## config.mk

```make
export PLATFORM = sky130hd
export DESIGN_NAME = pfa_ctrl
export DESIGN_NICKNAME = d
export VERILOG_FILES = /design/src/hw/rtl/pfa_pkg.sv /design/src/hw/rtl/pfa_ctrl.sv
export SDC_FILE = /design/constraint.sdc
export NUM_CORES = 1
export LEC_CHECK = 0
export BUFFER_PORTS_ARGS = -buffer_cell sky130_fd_sc_hd__buf_4
export CAP_MARGIN = 0
export CORE_AREA = 2 2 39 41
export CTS_CLUSTER_SIZE = 12
export DETAILED_ROUTE_END_ITERATION = 7
export DIE_AREA = 0 0 41 43
export SLEW_MARGIN = 10
export SYNTH_ARGS = -nofsm -noshare
export SYNTH_HDL_FRONTEND = slang
export SYNTH_SLANG_ARGS = --single-unit
```

## constraint.sdc

```tcl
create_clock -name clk -period 2.1 [get_ports clk]
set_input_delay 0.105 -clock clk [delete_from_list [all_inputs] [get_ports clk]]
set_output_delay 0.105 -clock clk [all_outputs]
set_load 0.03 [all_outputs]
```

## src/hw/rtl/pfa_pkg.sv

```systemverilog
// shared constants, action and status codes, and controller/datapath structs
// for the page frame allocator; no dependencies
package pfa_pkg;

  localparam int FRAMES_DEF = 4096;
  localparam int GROUP_DEF  = 64;
  localparam int FRAME_W_DEF = 12;

  localparam logic [2:0] ACT_LOCK    = 3'd0;
  localparam logic [2:0] ACT_UNLOCK  = 3'd1;
  localparam logic [2:0] ACT_RESERVE = 3'd2;
  localparam logic [2:0] ACT_FREE    = 3'd3;
  localparam logic [2:0] ACT_INC     = 3'd4;
  localparam logic [2:0] ACT_DEC     = 3'd5;
  localparam logic [2:0] ACT_QUERY   = 3'd6;
  localparam logic [2:0] ACT_UNKNOWN = 3'd7;

  localparam logic [1:0] STS_DONE    = 2'd0;
  localparam logic [1:0] STS_REFUSED = 2'd1;
  localparam logic [1:0] STS_RANGE   = 2'd2;

  localparam logic [7:0] FS_FREE   = 8'h00;
  localparam logic [7:0] FS_LOCKED = 8'hFF;
  localparam logic [7:0] REF_MAX   = 8'd127;

  typedef struct packed {
    logic clr;
    logic load;
    logic check;
    logic rd;
    logic ex;
    logic fv_rd;
    logic out;
  } cmd_t;

  typedef struct packed {
    logic clr_last;
    logic skip;
    logic more;
    logic out_free;
  } sts_t;

endpackage

```

## src/hw/rtl/pfa_ctrl.sv

```systemverilog
// sequencer for the page frame allocator: clear sweep, per-frame steps, result
// depends on pfa_pkg
module pfa_ctrl (
  input  logic          clk,
  input  logic          rst,
  input  logic          req_valid,
  output logic          req_ready,
  input  pfa_pkg::sts_t st,
  output pfa_pkg::cmd_t cmd
);
  import pfa_pkg::*;

  typedef enum logic [2:0] {
    S_CLEAR, S_IDLE, S_CHECK, S_RD, S_EX, S_FV_RD, S_OUT
  } state_t;

  state_t state, state_next;

  always_ff @(posedge clk) begin
    if (rst) begin
      state <= S_CLEAR;
    end else begin
      state <= state_next;
    end
  end

  always_comb begin
    cmd        = '0;
    req_ready  = 1'b0;
    state_next = state;
    case (state)
      S_CLEAR: begin
        cmd.clr = 1'b1;
        if (st.clr_last) state_next = S_IDLE;
      end
      S_IDLE: begin
        req_ready = 1'b1;
        if (req_valid) begin
          cmd.load   = 1'b1;
          state_next = S_CHECK;
        end
      end
      S_CHECK: begin
        cmd.check  = 1'b1;
        state_next = st.skip ? S_FV_RD : S_RD;
      end
      S_RD: begin
        cmd.rd     = 1'b1;
        state_next = S_EX;
      end
      S_EX: begin
        cmd.ex     = 1'b1;
        state_next = st.more ? S_RD : S_FV_RD;
      end
      S_FV_RD: begin
        cmd.fv_rd  = 1'b1;
        state_next = S_OUT;
      end
      S_OUT: begin
        // keep the result frame addressed while the result register is busy
        cmd.fv_rd = 1'b1;
        if (st.out_free) begin
          cmd.out    = 1'b1;
          state_next = S_IDLE;
        end
      end
      default: state_next = S_CLEAR;
    endcase
  end
endmodule

```

==> impl_results.md <==
- Avg Cell Area, Syn: 7.962 sq um
- Hold buffers post-CTS: 0
- CTS clk-pin slew, worst paths: 0.04 ns
- Dominant synthesized flop cell: dfxtp_1
- Via count: 294
- CTS Root Buffer Type: clkbuf_4
- Netlist cell types: 23
- Setup_tns: 0 ns
- Layout cells sized above 1: 0.4167
- CTS Buf Count: 3
- Largest regs: state: 3 flops
- Clock network latency to the later pin of the worst-skew pair: 0.24 ns
- FFs w/ async S/R, synth: 0
- Final hold viol count: 0
- DRT Pass-1 Iters: 2
- Vias/cell: 4.594
- Number of global-route vias before repair: 230
- Worst setup path endpoint: state[2]
- Clk pwr share: 0.406
- Port Buffer Count: 14
- Max_cap viols: 0
- Startpoint type of the worst setup path: register
- Final #Nets: 56
- PD cells: 651.5 mW/mm^2
- Die X: 41 um
- Final Cycle Share: 0.7457
- Synth area leaders: dfxtp_1 23%, nand2b_1 7.1%, nor3b_1 5.7%
- PostCTS Resize Cnt: 0
- Worst R2R Start: state[2]
- CTS H-tree lvls: 1
- Grt total ovfl: 0
- First-pass GRT wire length: 952 um
- Sw Ratio: 0.3303
- Final setup viols: 0
- Relative slew slack: 0.7065
- Area growth, synth to finish: 50.00%
- Largest net degree at the start of global routing: 17
- #FFs+latches synth: 3
- IO Pins: 15
- Max stage delay on crit path: 0.58 ns
- DRC viols: 0
- Diodes inserted: 0
- CP Class: register to register
- Share of power burned in registers: 0.291
- Worst Setup End Kind: register
- Initial antenna violation count: 0
- Status: finished clean
- CP required: 2.25 ns
- Final slew viol count: 0
- Die area: 0.001763 sq mm
- Synth warn: 0
- Minimum clock period: 1.566 ns
- Core ar.: 0.001384 sq mm
- Hold path depth: 2
- Die height: 43 um
- Unrepaired setup endpoints after global routing: false
- Syn Inst Count: 33
- Worst vdd ir: 0.1788 mV
- Sequential area share after synthesis: 0.2286
- Syn_nets: 40
- Critical path's slowest cell: dfxtp_1
- Top cell type's share of synthesized area: 0.2286
- Core Rows: 14
- Synth top cells by count: 3 x dfxtp_1, 3 x nand2b_1, 3 x nor2_1
- Final WS setup: 0.5341 ns
- Per-cell routed wire length: 9.625 um
- Dpl cells: 60
- Post-CTS Setup Bufs: 0
- DP Worst Slack: 0.5394 ns
- FF-to-FF End: state[2]
- Antenna viol nets, final: 0
- Combinational Power Share: 0.303
- Post-Syn Area: 262.8 sq um
- Largest register FFs: 3
- CTS Sinks: 3
- Reg-to-reg slack, setup: 0.53 ns
- Final Non-Filler Cells: 64
- RD Place Congestion: 0.6498
- Net Sw Power: 84.82 uW
- CTS tree: done
- Worst EP arrival: 1.72 ns
- Worst-path cell chain: nor4_1 -> or4_4 -> nor4_2
- Most flop-heavy register: state
- Leakage: 0.1692 nW
- Reg2Reg Depth: 3
- WL final: 616 um
- Initial core utilization: 0.1899
- CP startpoint: state[2]
- HP Class: input pin to register
- Clock Tree Buf Depth: 2
- Tot GR Track Use: 0.08434
- Max Fclk: 0.6386 GHz
- Dominant cell type by area after synthesis: dfxtp_1
- Worst Max-Slew Pin Slew: 0.4396 ns
- Clock Skew: 0.004150 ns
- Post-synth EDFFs: 0
- DR iter-0 viols: 5
- CP Max Fanout: 16
- Int Power: 172.0 uW
power groups by stage:
| stage | combinational [mW] | clock, mW | sequential (mW) |
|---|---|---|---|
| floorplan | 0.0616 | 0 | 0.0660 |
| global placement | 0.0784 | 0 | 0.0751 |
| detailed placement | 0.0788 | 0 | 0.0752 |
| CTS | 0.0788 | 0.110 | 0.0742 |
| global route | 0.0845 | 0.113 | 0.0773 |
| finish | 0.0779 | 0.104 | 0.0746 |
metal layers:
metal	up-vias	share of wire	track usage
li1	156	-	-
met1	126	0.44	0.1158
met2	10	0.45	0.09375
met3	2	0.080	0.03141
met4	0	0.029	0.08000
met5	-	0	0
per-stage QoR:
step | power, mW | hold WS (ns) | utilization | area [sq um]
after detailed placement | 0.1539 | 0.2859 | 0.2658 | 367.9
after global routing | 0.2752 | 0.03979 | 0.2848 | 394.1
after global placement | 0.1535 | 0.2902 | 0.2658 | 367.9
after floorplan | 0.1275 | 0.1807 | - | 262.8
final | 0.2568 | 0.04377 | 0.2848 | 394.1
after CTS | 0.2632 | 0.03378 | 0.2848 | 394.1
kinds of logic after synthesis:
logic type,count (synthesis),synth area share
flip-flops,3,0.2286
AO/OA/AOI/OAI,6,0.1381
AND/OR/NAND/NOR,20,0.5143
multiplexers,1,0.04285
buffers and inverters,3,0.07616
layout make-up:
| cell class | count | area (sq um) |
|---|---|---|
| Tap cell | 16 | 20.02 |
| Timing Repair Buffer | 14 | 105.1 |
| Multi-Input combinational cell | 27 | 182.7 |
| Sequential cell | 3 | 60.06 |
| Clock buffer | 4 | 26.28 |
| Fill cell | 150 | 989.7 |
critical path, delay by kind of cell, from the launching register on:
kind | cells | cell delay [ns]
AND/OR/NAND/NOR | 3 | 0.90
flip-flops | 1 | 0.58
worst min-delay path by stage:
stage,from,end
after global routing,rst,state[0]
after detailed placement,rst,state[0]
final,rst,state[0]
after global placement,rst,state[0]
after floorplan,rst,state[0]
after CTS,rst,state[0]
cell usage in the layout, fill, tap and decap left out:
cell      count
buf_4        14
nand2b_1      3
nor2_1        3
clkbuf_4      3
dfxtp_1       3
nor3b_1       2
nor3_1        2
a21oi_1       2
o21ai_0       2
and3b_1       1
and2_1        1
a21boi_0      1
nand2_1       1
nor4_1        1
nor4b_1       1
and3_1        1
or4_4         1
nor4_2        1
mux2_2        1
o22a_1        1
nor2b_1       1
nor4bb_1      1
clkbuf_1      1
No activity file was read; power rests on OpenSTA's default activity.
